### config.mk
export PLATFORM = sky130hd
export DESIGN_NAME = pal_sync_line_tracker_unit
export DESIGN_NICKNAME = d
export VERILOG_FILES = /design/src/hdl/pslt_pkg.sv /design/src/hdl/pslt_front.sv /design/src/hdl/pslt_queue.sv /design/src/hdl/pslt_muldiv.sv /design/src/hdl/pslt_back.sv /design/src/hdl/pal_sync_line_tracker_unit.sv
export SDC_FILE = /design/constraint.sdc
export NUM_CORES = 2
export LEC_CHECK = 0
export ABC_AREA = 1
export BUFFER_PORTS_ARGS = -buffer_cell sky130_fd_sc_hd__buf_2
export CORE_ASPECT_RATIO = 0.8
export CORE_UTILIZATION = 65
export CTS_CLUSTER_SIZE = 20
export DETAILED_ROUTE_END_ITERATION = 8
export GPL_TIMING_DRIVEN = 1
export PLACE_DENSITY_LB_ADDON = 0.08
export SLEW_MARGIN = 20
export SYNTH_ARGS = -nofsm -noshare
export SYNTH_HDL_FRONTEND = slang
export SYNTH_SLANG_ARGS = --single-unit
### constraint.sdc
create_clock -name clk -period 10.67 [get_ports clk]
set_input_delay 2.134 -clock clk [delete_from_list [all_inputs] [get_ports clk]]
set_output_delay 2.134 -clock clk [all_outputs]
set_load 0.02 [all_outputs]
### src/hdl/pslt_pkg.sv
// Shared types and constants for the PAL sync line tracker.
// Used by every module of the block; depends on nothing.
package pslt_pkg;

  localparam int TIME_W  = 64;
  localparam int CLK_W   = 27;
  localparam int CYC_W   = 12;
  localparam int CNT_W   = 16;
  localparam int LINE_W  = 10;
  localparam int PIX_W   = 10;
  localparam int PROD_W  = TIME_W + CLK_W;
  localparam int MDCNT_W = 7;
  localparam int QDEPTH  = 2;

  localparam logic [CLK_W-1:0]  US_SCALE   = 27'd4000000;
  localparam logic [CLK_W-1:0]  CLK_RESET  = 27'd20000000;
  localparam logic [CYC_W-1:0]  C64_RESET  = 12'd320;
  localparam logic [CYC_W-1:0]  C70_RESET  = 12'd350;
  localparam logic [TIME_W-1:0] LINE_US    = 64'd64;
  localparam logic [TIME_W-1:0] SKIP_US    = 64'd70;
  localparam logic [TIME_W-1:0] SYNC_LO_US = 64'd25;
  localparam logic [TIME_W-1:0] SYNC_HI_US = 64'd35;
  localparam logic [LINE_W-1:0] FIELD1_LINE = 10'd6;
  localparam logic [LINE_W-1:0] FIELD2_LINE = 10'd318;

  typedef struct packed {
    logic [TIME_W-1:0] cycle_time;
    logic              luma;
    logic              fall;
    logic              rise;
  } ev_t;

  typedef struct packed {
    logic              start;
    logic [TIME_W-1:0] a;
    logic [CLK_W-1:0]  m;
    logic [CLK_W-1:0]  b;
  } md_req_t;

  typedef struct packed {
    logic              done;
    logic [TIME_W-1:0] q;
  } md_rsp_t;

  typedef struct packed {
    logic              line_skipped;
    logic              vsync_error;
    logic              second_field;
    logic              frame_start;
    logic [LINE_W-1:0] finished_line;
    logic              line_done;
    logic              pixel_white;
    logic [PIX_W-1:0]  pixel_index;
    logic [LINE_W-1:0] line_number;
  } res_t;

  typedef enum logic [1:0] {MD_IDLE, MD_MUL, MD_DIV, MD_DONE} md_state_t;

  typedef enum logic [3:0] {
    BK_IDLE, BK_CA_GO, BK_CA_WAIT, BK_CB_GO, BK_CB_WAIT,
    BK_IDX_GO, BK_IDX_WAIT, BK_RISE_GO, BK_RISE_WAIT, BK_OUT
  } bk_state_t;

endpackage

### src/hdl/pslt_front.sv
// Front end: accepts pin-change items and classifies the sync edge.
// Depends on pslt_pkg; feeds the event queue.
module pslt_front (
  input  logic                 clk,
  input  logic                 rst,
  input  logic                 s_axis_tvalid,
  output logic                 s_axis_tready,
  input  logic [71:0]          s_axis_tdata,  // cycle_time, sync_level, luma_level, zero pad
  input  logic                 q_full,
  output logic                 q_push,
  output pslt_pkg::ev_t        q_data
);

  logic prev_sync;
  logic sync_in;

  assign sync_in       = s_axis_tdata[64];
  assign s_axis_tready = !q_full;
  assign q_push        = s_axis_tvalid && !q_full;

  assign q_data.cycle_time = s_axis_tdata[63:0];
  assign q_data.luma       = s_axis_tdata[65];
  assign q_data.fall       = prev_sync && !sync_in;
  assign q_data.rise       = !prev_sync && sync_in;

  always_ff @(posedge clk) begin
    if (rst) begin
      prev_sync <= 1'b0;
    end else if (q_push) begin
      prev_sync <= sync_in;
    end
  end

endmodule

### src/hdl/pslt_queue.sv
// Short event queue between the front end and the back end.
// Depends on pslt_pkg for the entry type and depth.
module pslt_queue (
  input  logic          clk,
  input  logic          rst,
  input  logic          push,
  input  pslt_pkg::ev_t wdata,
  input  logic          pop,
  output pslt_pkg::ev_t rdata,
  output logic          full,
  output logic          empty
);

  localparam int PW = $clog2(pslt_pkg::QDEPTH);

  pslt_pkg::ev_t mem [pslt_pkg::QDEPTH];
  logic [PW-1:0] wp, rp;
  logic [PW:0]   count;

  assign full  = count == (PW+1)'(pslt_pkg::QDEPTH);
  assign empty = count == '0;
  assign rdata = mem[rp];

  always_ff @(posedge clk) begin
    if (push) begin
      mem[wp] <= wdata;
    end
  end

  always_ff @(posedge clk) begin
    if (rst) begin
      wp    <= '0;
      rp    <= '0;
      count <= '0;
    end else begin
      if (push) wp <= wp + 1'b1;
      if (pop)  rp <= rp + 1'b1;
      count <= count + (PW+1)'(push) - (PW+1)'(pop);
    end
  end

`ifndef SYNTHESIS
  a_no_overflow: assert property (@(posedge clk) disable iff (rst) !(push && full))
    else $error("queue written while full");
  a_no_underflow: assert property (@(posedge clk) disable iff (rst) !(pop && empty))
    else $error("queue read while empty");
  a_count_range: assert property (@(posedge clk) disable iff (rst)
    count <= (PW+1)'(pslt_pkg::QDEPTH))
    else $error("queue count out of range");
`endif

endmodule

### src/hdl/pslt_muldiv.sv
// Shared serial unit computing floor(a * m / b), saturated to 64 bits, 0 when b is 0.
// Shift-add multiply, then restoring division one bit a cycle.
module pslt_muldiv (
  input  logic              clk,
  input  logic              rst,
  input  pslt_pkg::md_req_t req,
  output pslt_pkg::md_rsp_t rsp
);

  localparam int PW = pslt_pkg::PROD_W;
  localparam int MW = pslt_pkg::CLK_W;
  localparam int QW = pslt_pkg::TIME_W;

  pslt_pkg::md_state_t state, state_next;
  logic [PW-1:0]               acc, a_sh;
  logic [MW-1:0]               m_sh, dvs;
  logic [MW-1:0]               rem;
  logic [QW-1:0]               quo;
  logic                        ovf;
  logic [pslt_pkg::MDCNT_W-1:0] cnt;
  logic [MW:0]                 rem_t;
  logic                        fits;

  assign rem_t = {rem, acc[PW-1]};
  assign fits  = rem_t >= {1'b0, dvs};

  always_ff @(posedge clk) begin
    if (rst) begin
      state <= pslt_pkg::MD_IDLE;
    end else begin
      state <= state_next;
    end
  end

  always_comb begin
    state_next = state;
    rsp.done   = 1'b0;
    rsp.q      = (dvs == '0) ? '0 : (ovf ? '1 : quo);
    unique case (state)
      pslt_pkg::MD_IDLE: if (req.start) state_next = pslt_pkg::MD_MUL;
      pslt_pkg::MD_MUL:  if (cnt == '0) state_next = pslt_pkg::MD_DIV;
      pslt_pkg::MD_DIV:  if (cnt == '0) state_next = pslt_pkg::MD_DONE;
      pslt_pkg::MD_DONE: begin
        rsp.done   = 1'b1;
        state_next = pslt_pkg::MD_IDLE;
      end
      default: state_next = pslt_pkg::MD_IDLE;
    endcase
  end

  always_ff @(posedge clk) begin
    case (state)
      pslt_pkg::MD_IDLE: begin
        acc  <= '0;
        a_sh <= {{(PW-QW){1'b0}}, req.a};
        m_sh <= req.m;
        dvs  <= req.b;
        cnt  <= pslt_pkg::MDCNT_W'(MW - 1);
      end
      pslt_pkg::MD_MUL: begin
        if (m_sh[0]) acc <= acc + a_sh;
        a_sh <= a_sh << 1;
        m_sh <= m_sh >> 1;
        if (cnt == '0) begin
          cnt <= pslt_pkg::MDCNT_W'(PW - 1);
          rem <= '0;
          quo <= '0;
          ovf <= 1'b0;
        end else begin
          cnt <= cnt - 1'b1;
        end
      end
      pslt_pkg::MD_DIV: begin
        acc <= acc << 1;
        rem <= fits ? MW'(rem_t - {1'b0, dvs}) : rem_t[MW-1:0];
        quo <= {quo[QW-2:0], fits};
        ovf <= ovf | quo[QW-1];
        cnt <= cnt - 1'b1;
      end
      default: ;
    endcase
  end

`ifndef SYNTHESIS
  a_done_pulse: assert property (@(posedge clk) disable iff (rst) rsp.done |=> !rsp.done)
    else $error("divider done held longer than one cycle");
  a_start_no_done: assert property (@(posedge clk) disable iff (rst)
    (req.start && state == pslt_pkg::MD_IDLE) |=> !rsp.done)
    else $error("divider finished right after start");
  a_zero_div: assert property (@(posedge clk) disable iff (rst)
    (rsp.done && dvs == '0) |-> rsp.q == '0)
    else $error("zero divisor gave nonzero result");
`endif

endmodule

### src/hdl/pslt_back.sv
// Back end: line tracking state, time conversions through the shared divider, result register.
// Depends on pslt_pkg; takes items from the event queue and drives the master stream.
module pslt_back #(
  parameter int LINE_WIDTH = 640,
  parameter int LINE_COUNT = 625
) (
  input  logic                          clk,
  input  logic                          rst,
  input  logic                          cfg_valid,
  output logic                          cfg_ready,
  input  logic [pslt_pkg::CLK_W-1:0]    cfg_data,
  input  logic                          q_empty,
  input  pslt_pkg::ev_t                 q_data,
  output logic                          q_pop,
  output pslt_pkg::md_req_t             md_req,
  input  pslt_pkg::md_rsp_t             md_rsp,
  output logic                          m_axis_tvalid,
  input  logic                          m_axis_tready,
  output logic [39:0]                   m_axis_tdata
);

  localparam int TW      = pslt_pkg::TIME_W;
  localparam int FACTOR  = LINE_WIDTH / 64;
  localparam int FW      = $clog2(FACTOR + 1);
  localparam int LW_HI   = LINE_WIDTH - LINE_WIDTH / 5;
  localparam int LW_LO3  = LINE_WIDTH / 3;
  localparam int LW_HI3  = LINE_WIDTH - LINE_WIDTH / 3;

  pslt_pkg::bk_state_t state, state_next;
  logic [pslt_pkg::CLK_W-1:0]  clk_hz;
  logic [pslt_pkg::CYC_W-1:0]  c64, c70;
  logic [TW-1:0]               set_t;
  logic [pslt_pkg::CNT_W-1:0]  short_cnt, prev_short;
  logic [pslt_pkg::LINE_W-1:0] line;
  pslt_pkg::ev_t               ev;
  logic                        skip;
  pslt_pkg::res_t              res;

  logic [TW-1:0]      delta, scaled, c64_ext;
  logic [TW+FW-1:0]   prod;
  logic               out_free;

  // Outcome of the sync edge once the pixel position is known.
  logic [TW-1:0]               set_n, idx_c;
  logic [pslt_pkg::LINE_W-1:0] line_n, fin;
  logic [pslt_pkg::LINE_W:0]   line_inc;
  logic [pslt_pkg::CNT_W-1:0]  sc_n, psc_n;
  logic                        ld, fs, f2, ve;
  logic [pslt_pkg::PIX_W-1:0]  pix;

  assign c64_ext  = TW'(c64);
  assign delta    = ev.cycle_time - set_t;
  assign prod     = {{FW{1'b0}}, delta} * (TW+FW)'(FACTOR);
  assign scaled   = (prod[TW+FW-1:TW] != '0) ? '1 : prod[TW-1:0];
  assign out_free = !m_axis_tvalid || m_axis_tready;
  assign cfg_ready = state == pslt_pkg::BK_IDLE;

  always_comb begin
    set_n    = skip ? set_t + c64_ext : set_t;
    line_n   = line;
    sc_n     = short_cnt;
    psc_n    = prev_short;
    ld       = 1'b0;
    fin      = '0;
    fs       = 1'b0;
    f2       = 1'b0;
    ve       = 1'b0;
    idx_c    = md_rsp.q;
    line_inc = '0;
    if (ev.fall) begin
      set_n = ev.cycle_time;
      if (md_rsp.q > TW'(LW_HI)) begin
        if (short_cnt != '0) begin
          if (short_cnt > prev_short) begin
            line_n = pslt_pkg::FIELD1_LINE;
            fs     = 1'b1;
          end else if (short_cnt < prev_short) begin
            line_n = pslt_pkg::FIELD2_LINE;
            f2     = 1'b1;
          end else begin
            ve = 1'b1;
          end
          psc_n = short_cnt;
          sc_n  = '0;
        end
        ld       = 1'b1;
        fin      = line_n;
        line_inc = {1'b0, line_n} + 1'b1;
        line_n   = (line_inc >= (pslt_pkg::LINE_W+1)'(LINE_COUNT)) ? '0
                 : line_inc[pslt_pkg::LINE_W-1:0];
        idx_c    = '0;
      end else if (md_rsp.q > TW'(LW_LO3) && md_rsp.q < TW'(LW_HI3)) begin
        if (short_cnt != '1) sc_n = short_cnt + 1'b1;
      end
    end
    pix = (idx_c >= TW'(LINE_WIDTH)) ? pslt_pkg::PIX_W'(LINE_WIDTH - 1)
        : idx_c[pslt_pkg::PIX_W-1:0];
  end

  always_ff @(posedge clk) begin
    if (rst) begin
      state <= pslt_pkg::BK_IDLE;
    end else begin
      state <= state_next;
    end
  end

  always_comb begin
    state_next   = state;
    q_pop        = 1'b0;
    md_req.start = 1'b0;
    md_req.a     = scaled;
    md_req.m     = pslt_pkg::US_SCALE;
    md_req.b     = clk_hz;
    unique case (state)
      pslt_pkg::BK_IDLE: begin
        if (cfg_valid) begin
          state_next = pslt_pkg::BK_CA_GO;
        end else if (!q_empty) begin
          q_pop      = 1'b1;
          state_next = pslt_pkg::BK_IDX_GO;
        end
      end
      pslt_pkg::BK_CA_GO: begin
        md_req.start = 1'b1;
        md_req.a     = pslt_pkg::LINE_US;
        md_req.m     = clk_hz;
        md_req.b     = pslt_pkg::US_SCALE;
        state_next   = pslt_pkg::BK_CA_WAIT;
      end
      pslt_pkg::BK_CA_WAIT: if (md_rsp.done) state_next = pslt_pkg::BK_CB_GO;
      pslt_pkg::BK_CB_GO: begin
        md_req.start = 1'b1;
        md_req.a     = pslt_pkg::SKIP_US;
        md_req.m     = clk_hz;
        md_req.b     = pslt_pkg::US_SCALE;
        state_next   = pslt_pkg::BK_CB_WAIT;
      end
      pslt_pkg::BK_CB_WAIT: if (md_rsp.done) state_next = pslt_pkg::BK_IDLE;
      pslt_pkg::BK_IDX_GO: begin
        md_req.start = 1'b1;
        state_next   = pslt_pkg::BK_IDX_WAIT;
      end
      pslt_pkg::BK_IDX_WAIT: begin
        if (md_rsp.done) state_next = ev.rise ? pslt_pkg::BK_RISE_GO : pslt_pkg::BK_OUT;
      end
      pslt_pkg::BK_RISE_GO: begin
        md_req.start = 1'b1;
        md_req.a     = delta;
        state_next   = pslt_pkg::BK_RISE_WAIT;
      end
      pslt_pkg::BK_RISE_WAIT: if (md_rsp.done) state_next = pslt_pkg::BK_OUT;
      pslt_pkg::BK_OUT: if (out_free) state_next = pslt_pkg::BK_IDLE;
      default: state_next = pslt_pkg::BK_IDLE;
    endcase
  end

  always_ff @(posedge clk) begin
    if (rst) begin
      clk_hz     <= pslt_pkg::CLK_RESET;
      c64        <= pslt_pkg::C64_RESET;
      c70        <= pslt_pkg::C70_RESET;
      set_t      <= '0;
      short_cnt  <= '0;
      prev_short <= '0;
      line       <= '0;
    end else begin
      case (state)
        pslt_pkg::BK_IDLE: begin
          if (cfg_valid) begin
            clk_hz <= cfg_data;
          end else if (!q_empty) begin
            ev <= q_data;
            if (set_t > q_data.cycle_time) set_t <= set_t + c64_ext;
          end
        end
        pslt_pkg::BK_CA_WAIT: if (md_rsp.done) c64 <= md_rsp.q[pslt_pkg::CYC_W-1:0];
        pslt_pkg::BK_CB_WAIT: if (md_rsp.done) c70 <= md_rsp.q[pslt_pkg::CYC_W-1:0];
        pslt_pkg::BK_IDX_GO: skip <= delta > TW'(c70);
        pslt_pkg::BK_IDX_WAIT: begin
          if (md_rsp.done) begin
            set_t      <= set_n;
            line       <= line_n;
            short_cnt  <= sc_n;
            prev_short <= psc_n;
            res.line_number   <= line_n;
            res.pixel_index   <= pix;
            res.pixel_white   <= ev.luma;
            res.line_done     <= ld;
            res.finished_line <= fin;
            res.frame_start   <= fs;
            res.second_field  <= f2;
            res.vsync_error   <= ve;
            res.line_skipped  <= skip;
          end
        end
        pslt_pkg::BK_RISE_WAIT: begin
          if (md_rsp.done && md_rsp.q > pslt_pkg::SYNC_LO_US
              && md_rsp.q < pslt_pkg::SYNC_HI_US) begin
            short_cnt <= '0;
          end
        end
        default: ;
      endcase
    end
  end

  always_ff @(posedge clk) begin
    if (rst) begin
      m_axis_tvalid <= 1'b0;
    end else if (state == pslt_pkg::BK_OUT && out_free) begin
      m_axis_tvalid <= 1'b1;
    end else if (m_axis_tready) begin
      m_axis_tvalid <= 1'b0;
    end
  end

  always_ff @(posedge clk) begin
    if (state == pslt_pkg::BK_OUT && out_free) begin
      m_axis_tdata <= {4'b0, res};
    end
  end

`ifndef SYNTHESIS
  a_line_range: assert property (@(posedge clk) disable iff (rst)
    line < pslt_pkg::LINE_W'(LINE_COUNT))
    else $error("line counter out of range");
  a_field_flags: assert property (@(posedge clk) disable iff (rst)
    state == pslt_pkg::BK_OUT |-> $onehot0({res.frame_start, res.second_field, res.vsync_error}))
    else $error("more than one field flag set");
  a_pix_range: assert property (@(posedge clk) disable iff (rst)
    state == pslt_pkg::BK_OUT |->
      {1'b0, res.pixel_index} < (pslt_pkg::PIX_W+1)'(LINE_WIDTH))
    else $error("pixel index beyond line width");
  a_done_flag: assert property (@(posedge clk) disable iff (rst)
    (state == pslt_pkg::BK_OUT && !res.line_done) |-> res.finished_line == '0)
    else $error("finished line set without line end");
`endif

endmodule

### src/hdl/pal_sync_line_tracker_unit.sv
// PAL sync line tracker: one item per pin change, one result item per input item.
// Each item takes one pass of the serial multiply-divide unit; a rising sync edge,
// which needs a second pass, takes two; items are done one at a time.
// A clock_hz write costs two passes before the next item starts.
// Synchronous active-high reset: clock_hz 20 MHz, all tracking state zero, queue empty.
module pal_sync_line_tracker_unit #(
  parameter int LINE_WIDTH = 640,
  parameter int LINE_COUNT = 625
) (
  input  logic        clk,
  input  logic        rst,
  input  logic        s_axis_tvalid,
  output logic        s_axis_tready,
  input  logic [71:0] s_axis_tdata,  // cycle_time[63:0], sync_level[64], luma_level[65], zero
  output logic        m_axis_tvalid,
  input  logic        m_axis_tready,
  // line_number[9:0], pixel_index[19:10], pixel_white[20], line_done[21],
  // finished_line[31:22], frame_start[32], second_field[33], vsync_error[34],
  // line_skipped[35], zero
  output logic [39:0] m_axis_tdata,
  input  logic        cfg_valid,
  output logic        cfg_ready,
  input  logic [26:0] cfg_data
);

  pslt_pkg::ev_t     push_data, pop_data;
  logic              q_push, q_pop, q_full, q_empty;
  pslt_pkg::md_req_t md_req;
  pslt_pkg::md_rsp_t md_rsp;

  pslt_front u_front (
    .clk(clk), .rst(rst),
    .s_axis_tvalid(s_axis_tvalid), .s_axis_tready(s_axis_tready), .s_axis_tdata(s_axis_tdata),
    .q_full(q_full), .q_push(q_push), .q_data(push_data)
  );

  pslt_queue u_queue (
    .clk(clk), .rst(rst),
    .push(q_push), .wdata(push_data), .pop(q_pop), .rdata(pop_data),
    .full(q_full), .empty(q_empty)
  );

  pslt_muldiv u_muldiv (
    .clk(clk), .rst(rst), .req(md_req), .rsp(md_rsp)
  );

  pslt_back #(.LINE_WIDTH(LINE_WIDTH), .LINE_COUNT(LINE_COUNT)) u_back (
    .clk(clk), .rst(rst),
    .cfg_valid(cfg_valid), .cfg_ready(cfg_ready), .cfg_data(cfg_data),
    .q_empty(q_empty), .q_data(pop_data), .q_pop(q_pop),
    .md_req(md_req), .md_rsp(md_rsp),
    .m_axis_tvalid(m_axis_tvalid), .m_axis_tready(m_axis_tready), .m_axis_tdata(m_axis_tdata)
  );

endmodule
---- Word-level counts from Yosys, hierarchy flattened ----
Memories as Yosys holds them, arrays and structs flattened. A register that Yosys moved wholly into a read port is not among the register bits.
Index checks and enable logic that the tools add are counted.
W data, S select, Z words.
storage, ports and cells
  register bits ........................... 644
  bits in writable memories ............... 134
  input bits .............................. 104
  output and inout bits ................... 43
  memories kept ........................... 1
memory list
  memory       words  bits a word  rd ports  clocked after memory_dff  write ports  RTL line          RTL
  u_queue.mem  2      67           1         1                         1            pslt_queue.sv:16  pslt_pkg::ev_t mem [pslt_pkg::QDEPTH];
operators by class
  add/subtract/negate cells ............... 11
  multipliers ............................. 1
  $lt $le $gt $ge ......................... 12
  eq/ne operators ......................... 33
  multiplexer cells ....................... 71
  bitwise gates (word level) .............. 7
  reduce and logical (&&, ||, !) cells .... 44
operator list
  cell                     count
  $mux W64                 12
  $pmux W91 S3             1
  $pmux W64 S2             2
  $pmux W64 S3             1
  $pmux W91 S2             1
  $mux W16                 7
  $pmux W27 S2             2
  $add A91 B91 Y91         1
  $mux W91                 1
  $mux W10                 8
  $mul A64 B3 Y67 const B  1
  $add A64 B12 Y64         1
  $ge A64 B10 Y1 const B   1
  $gt A64 B10 Y1 const B   1
  $gt A64 B12 Y1           1
  $gt A64 B5 Y1 const B    1
  $gt A64 B64 Y1           1
  $gt A64 B8 Y1 const B    1
  $lt A64 B6 Y1 const B    1
  $lt A64 B9 Y1 const B    1
  $sub A64 B64 Y64         1
  $mux W27                 2
  $mux W54                 1
  $pmux W4 S10             1
  other kinds (51)         128

---- Logic depth before layout (Yosys ltp) ----
  depth in word-level cells ............... 11
  depth in mapped cells ................... 38

---- By module ----
Synthesis repeated with hierarchy kept, for this count alone.
second synthesis, totals
  cell total of the unflattened synthesis .. 8289
  area total of the unflattened synthesis .. 58967.8 µm²
modules (own cells, without submodules)
  module       instances  cells each  area an instance (µm²)  sequential area each (µm²)
  pslt_back    1          4255        28363.5                 7447.1
  pslt_muldiv  1          3717        24876.4                 10099.7
  pslt_queue   1          239         5171.2                  4124.0
  pslt_front   1          78          556.8                   20.0

---- Worst setup path before layout ----
OpenSTA, ideal clock, no wires.
  path type ............................... reg2reg
  start point ............................. reg u_muldiv.cnt[0] (netlist name)
  end point ............................... reg u_muldiv.ovf (enable)
  setup time .............................. 0.573 ns
  arrival ................................. 5.553 ns
  data required time ...................... 10.097 ns
  setup slack ............................. 4.544 ns
  stages on the path, launching flop included .. 9
  buffers on the path ..................... 0
  cells stage by stage .................... edfxtp_1 inv_1 ha_1 nand2_1 nor3_1 inv_1 nor2_1 inv_1 a21oi_1
on the way
  cells in the longest elaborated chain, start to end .. 3
ends and longest elaborated chain
  item                         RTL line           RTL
  from (decl)                  pslt_muldiv.sv:20  logic [pslt_pkg::MDCNT_W-1:0] cnt;
  from (signal assigned)       pslt_muldiv.sv:58  cnt <= pslt_pkg::MDCNT_W'(MW - 1);
  from (signal assigned)       pslt_muldiv.sv:65  cnt <= pslt_pkg::MDCNT_W'(PW - 1);
  from (signal assigned)       pslt_muldiv.sv:70  cnt <= cnt - 1'b1;
  $logic_not A7 Y1             pslt_muldiv.sv:64  if (cnt == '0) begin
  $ne A2 B1 Y1 (no line)       n/a
  $reduce_and A2 Y1 (no line)  n/a
  to (signal assigned)         pslt_muldiv.sv:77  ovf <= ovf | quo[QW-1];
  to (decl)                    pslt_muldiv.sv:19  logic ovf;
No other way between the ends.
A chain may end at the register's enable or synchronous reset.

---- Worst setup path in the final report ----
  start point ............................. reg u_back.ev[3] (netlist name)
  end point ............................... reg u_muldiv.a_sh[13] (data pin)
on the way
  cells in the longest elaborated chain, start to end .. 6
ends and longest elaborated chain
  item                    RTL line           RTL
  from (decl)             pslt_back.sv:35    pslt_pkg::ev_t ev;
  from (signal assigned)  pslt_back.sv:173   ev <= q_data;
  $sub A64 B64 Y64 (*)    pslt_back.sv:52    assign delta = ev.cycle_time - set_t;
  $mul A64 B3 Y67         pslt_back.sv:53    assign prod = {{FW{1'b0}}, delta} * (TW+FW)'(FACTOR);
  $reduce_bool A4 Y1      pslt_back.sv:54    assign scaled = (prod[TW+FW-1:TW] != '0) ? '1 : prod[TW-1:0];
  $mux W64                pslt_back.sv:54
  $pmux W64 S3 (*)        pslt_back.sv:115   unique case (state)
  $pmux W91 S2 (*)        pslt_muldiv.sv:52  case (state)
  to (signal assigned)    pslt_muldiv.sv:55  a_sh <= {{(PW-QW){1'b0}}, req.a};
  to (signal assigned)    pslt_muldiv.sv:62  a_sh <= a_sh << 1;
  to (decl)               pslt_muldiv.sv:15  logic [PW-1:0] acc, a_sh;
Every way passes the cells marked *; elsewhere a longest branch is shown, timed or not.

==> impl_metrics.json <==
{
  "status": "finished with violations",
  "failed_checks": "design-rule violations",
  "multi_input_area_um2": 28700,
  "drt-pass1-iter-count": 9,
  "gr-usage-all-layers": 0.390,
  "p_switching_mw": 8.37,
  "path_clk_slew_ps": 70,
  "grt_pass1_wl_um": 266000,
  "min_to": "u_back.m_axis_tdata[0]",
  "clockBufferDepth": 3,
  "antenna_found_initial": 2,
  "cts-resized-gates": 0,
  "drt-initial-drc-count": 7162,
  "final_common_cell": "nand2_1",
  "min_from": "u_back.res[0]",
  "synthArstFlopShare": 0,
  "htree_num_levels": 3,
  "syn_to_final_growth_pct": 7.78,
  "slew_headroom": 0.188,
  "max_freq_mhz": 149,
  "r2r-start": "u_back.ev[3]",
  "dieWidth_um": 328,
  "cts_tree": "done",
  "crit_type": "reg2reg",
  "syn_area_um2": 55400,
  "hold_buffers": 0,
  "setup_tns_ps": 0,
  "timing.final.crit_share": 0.630,
  "die_h_um": 263,
  "io_buffers": 136,
  "antenna_cells": 0,
  "final_hold_viol_count": 0,
  "powerDensity_nw_per_um2": 286,
  "slowest_delay_ps": 520,
  "dpl-instance-area_um2": 57000,
  "ant_nets": 0,
  "rr_endpoint": "u_muldiv.a_sh[13]",
  "r2r_cells": 35,
  "tightest_slew_ps": 1210,
  "fin_area_um2": 59700,
  "end_kind": "flip-flop",
  "clock_power_share": 0.167,
  "synth_warnings": 0,
  "r2r_slack_ps": 3950,
  "min_path_type": "reg2reg",
  "setup_viol": 0,
  "synth_cell_type_count": 70,
  "nFillCells": 6711,
  "crit_required_ps": 11090,
  "drv_slew": 0,
  "die_area_um2": 86400,
  "drive_gt1_frac": 0.0657,
  "coreArea_um2": 84200,
  "synth_ff_type": "edfxtp_1",
  "ys_seq_elements": 779,
  "switching_share": 0.491,
  "dr_total_vias": 52597,
  "cp_slowest_cell": "nor4_1",
  "viasPerCell": 6.06,
  "cts_sinks": 779,
  "clock_latency_ps": 670,
  "path_max_fanout": 64,
  "p_leak_nw": 26.5,
  "rsz0062_at_grt": "no",
  "seq_area_frac_synth": 0.392,
  "drt_wl_total_um": 173000,
  "drc": 8,
  "grt-ovfl-total": 0,
  "root_buffer": "clkbuf_16",
  "finalCriticalPeriod_ps": 6720,
  "post_cts_buffers": 0,
  "max-vdd-ir-drop_mv": 0.282,
  "layout.area.seq_um2": 21700,
  "grt_pass1_vias": 48277,
  "synth_edf_count": 609,
  "avgSynthCellArea_um2": 7.46,
  "fp-row-count": 95,
  "p_comb_frac": 0.553,
  "wl_per_cell_um": 20.0,
  "pwr-share-seq": 0.280,
  "worstHoldPathCells": 0,
  "final_cell_mix": "nand2_1, inv_1, nor2_1",
  "cpMostUsedCell": "nand2_1",
  "numCtsBuffers": 79,
  "place.gp.congestion": 1.06,
  "grt_max_degree": 99,
  "worstPathArrival_ps": 7140,
  "floorplan.initialDensity": 0.658,
  "dp_hpwl_um": 132000,
  "intPower_mw": 8.69,
  "drv_cap": 0,
  "io_pins": 147,
  "cp-start-kind": "flip-flop",
  "netlist_instances": 7422,
  "finalNetCount": 8013,
  "fin_worst_skew_ps": 38.0
}
==> metal layers <==
layer / up-vias / routed length (um) / track usage
met5: - / 14 / 0
met4: 2 / 4890 / 0.107
met3: 344 / 22000 / 0.111
met2: 2910 / 71700 / 0.564
met1: 24385 / 74700 / 0.567
li1: 24956 / - / -
==> critical path: cells and delay by family (launching register included) <==
family / cells / cell delay [ps]
AND/OR/NAND/NOR: 22 / 3620
adder cells (fa/ha/maj): 4 / 1360
AO/OA/AOI/OAI: 3 / 570
buffers and inverters: 6 / 500
flip-flops: 1 / 360
==> stage by stage <==
| stage | hold WS (ps) | worst slack, ps | cells | utilization | total power, mW |
|---|---|---|---|---|---|
| 2_1_floorplan | 400 | 4540 | 7425 | - | 11.3 |
| 3_3_place_gp | 403 | 4330 | 8533 | 0.678 | 13.5 |
| 3_5_place_dp | 406 | 4200 | 8533 | 0.678 | 13.8 |
| 4_1_cts | 403 | 4160 | 8680 | 0.709 | 16.7 |
| 5_1_grt | 419 | 3300 | 8682 | 0.710 | 18.1 |
| 6_report | 411 | 3950 | 8682 | 0.710 | 17.1 |
==> worst max-delay path by stage <==
stage	slack, ps	end	start	cells past startpoint
after global routing	3300	u_muldiv.a_sh[15]	u_back.ev[3]	36
after detailed placement	4200	u_muldiv.a_sh[54]	u_back.set_t[17]	32
after CTS	4160	u_muldiv.a_sh[54]	u_back.ev[3]	35
after floorplan	4540	u_muldiv.ovf	u_muldiv.cnt[0]	8
after global placement	4330	u_muldiv.a_sh[13]	u_back.ev[3]	35
final	3950	u_muldiv.a_sh[13]	u_back.ev[3]	35
==> power groups by stage <==
stage | Clock [mW] | Combinational (mW) | Sequential, mW
6_report | 2.85 | 9.43 | 4.77
5_1_grt | 2.97 | 10.3 | 4.82
4_1_cts | 2.86 | 9.06 | 4.75
3_5_place_dp | 0 | 8.97 | 4.80
3_3_place_gp | 0 | 8.72 | 4.77
2_1_floorplan | 0 | 6.55 | 4.70
==> flip-flops by register name, indices dropped and copies added (netlist names), 2 cells and up, named ones only <==
signal               count
u_back.state             4
u_back.c70              12
u_back.ev               67
u_queue.count            2
u_back.clk_hz           27
u_back.prev_short       16
u_muldiv.m_sh           27
u_muldiv.state           2
u_muldiv.dvs            27
u_back.line             10
u_muldiv.cnt             7
u_queue.mem            134
u_back.res              36
u_muldiv.rem            27
u_back.set_t            64
u_muldiv.acc            91
u_muldiv.quo            64
u_back.m_axis_tdata     36
u_muldiv.a_sh           91
u_back.c64              12
u_back.short_cnt        16
==> Yosys cell counts (all sizes together), types with 14 or more instances <==
cell type / instances / area (um2)
a211oi: 14 / 105
a21boi: 21 / 158
a21o: 40 / 300
a21oi: 706 / 3570
a31oi: 47 / 294
a32o: 19 / 190
buf: 51 / 344
clkbuf: 119 / 449
dfxtp: 170 / 3400
edfxtp: 609 / 18300
ha: 403 / 5040
inv: 1153 / 4330
nand2: 1675 / 6330
nand3: 303 / 1550
nand3b: 68 / 510
nand4: 113 / 713
nor2: 779 / 2970
nor3: 96 / 495
nor4: 53 / 338
o211ai: 17 / 128
o21a: 27 / 203
o21ai: 592 / 2990
o21bai: 36 / 270
or2: 123 / 769
xnor2: 33 / 289
xor2: 84 / 736
==> cell type report <==
| cell class | count | area share |
|---|---|---|
| sequential | 779 | 0.363 |
| inverter | 1156 | 0.0727 |
| tap | 1115 | 0.0234 |
| clock buffer | 97 | 0.0346 |
| clock inverter | 50 | 0.00932 |
| multi-input combinational | 5320 | 0.481 |
| timing repair buffer | 165 | 0.0157 |
==> kinds of logic (layout without fill, tap and decap cells) <==
family          count (synthesis)  count (layout)  share of synthesized area
other cells                     1               4                  0.0000677
mux                             4               4                   0.000813
xor+xnor                      117             117                     0.0185
simple gates                 3222            3222                      0.248
buf+inv                      1326            1468                     0.0926
fa+ha+maj                     408             408                     0.0928
flops                         779             779                      0.392
compound gates               1565            1565                      0.155
(Power assumes the default switching activity.)
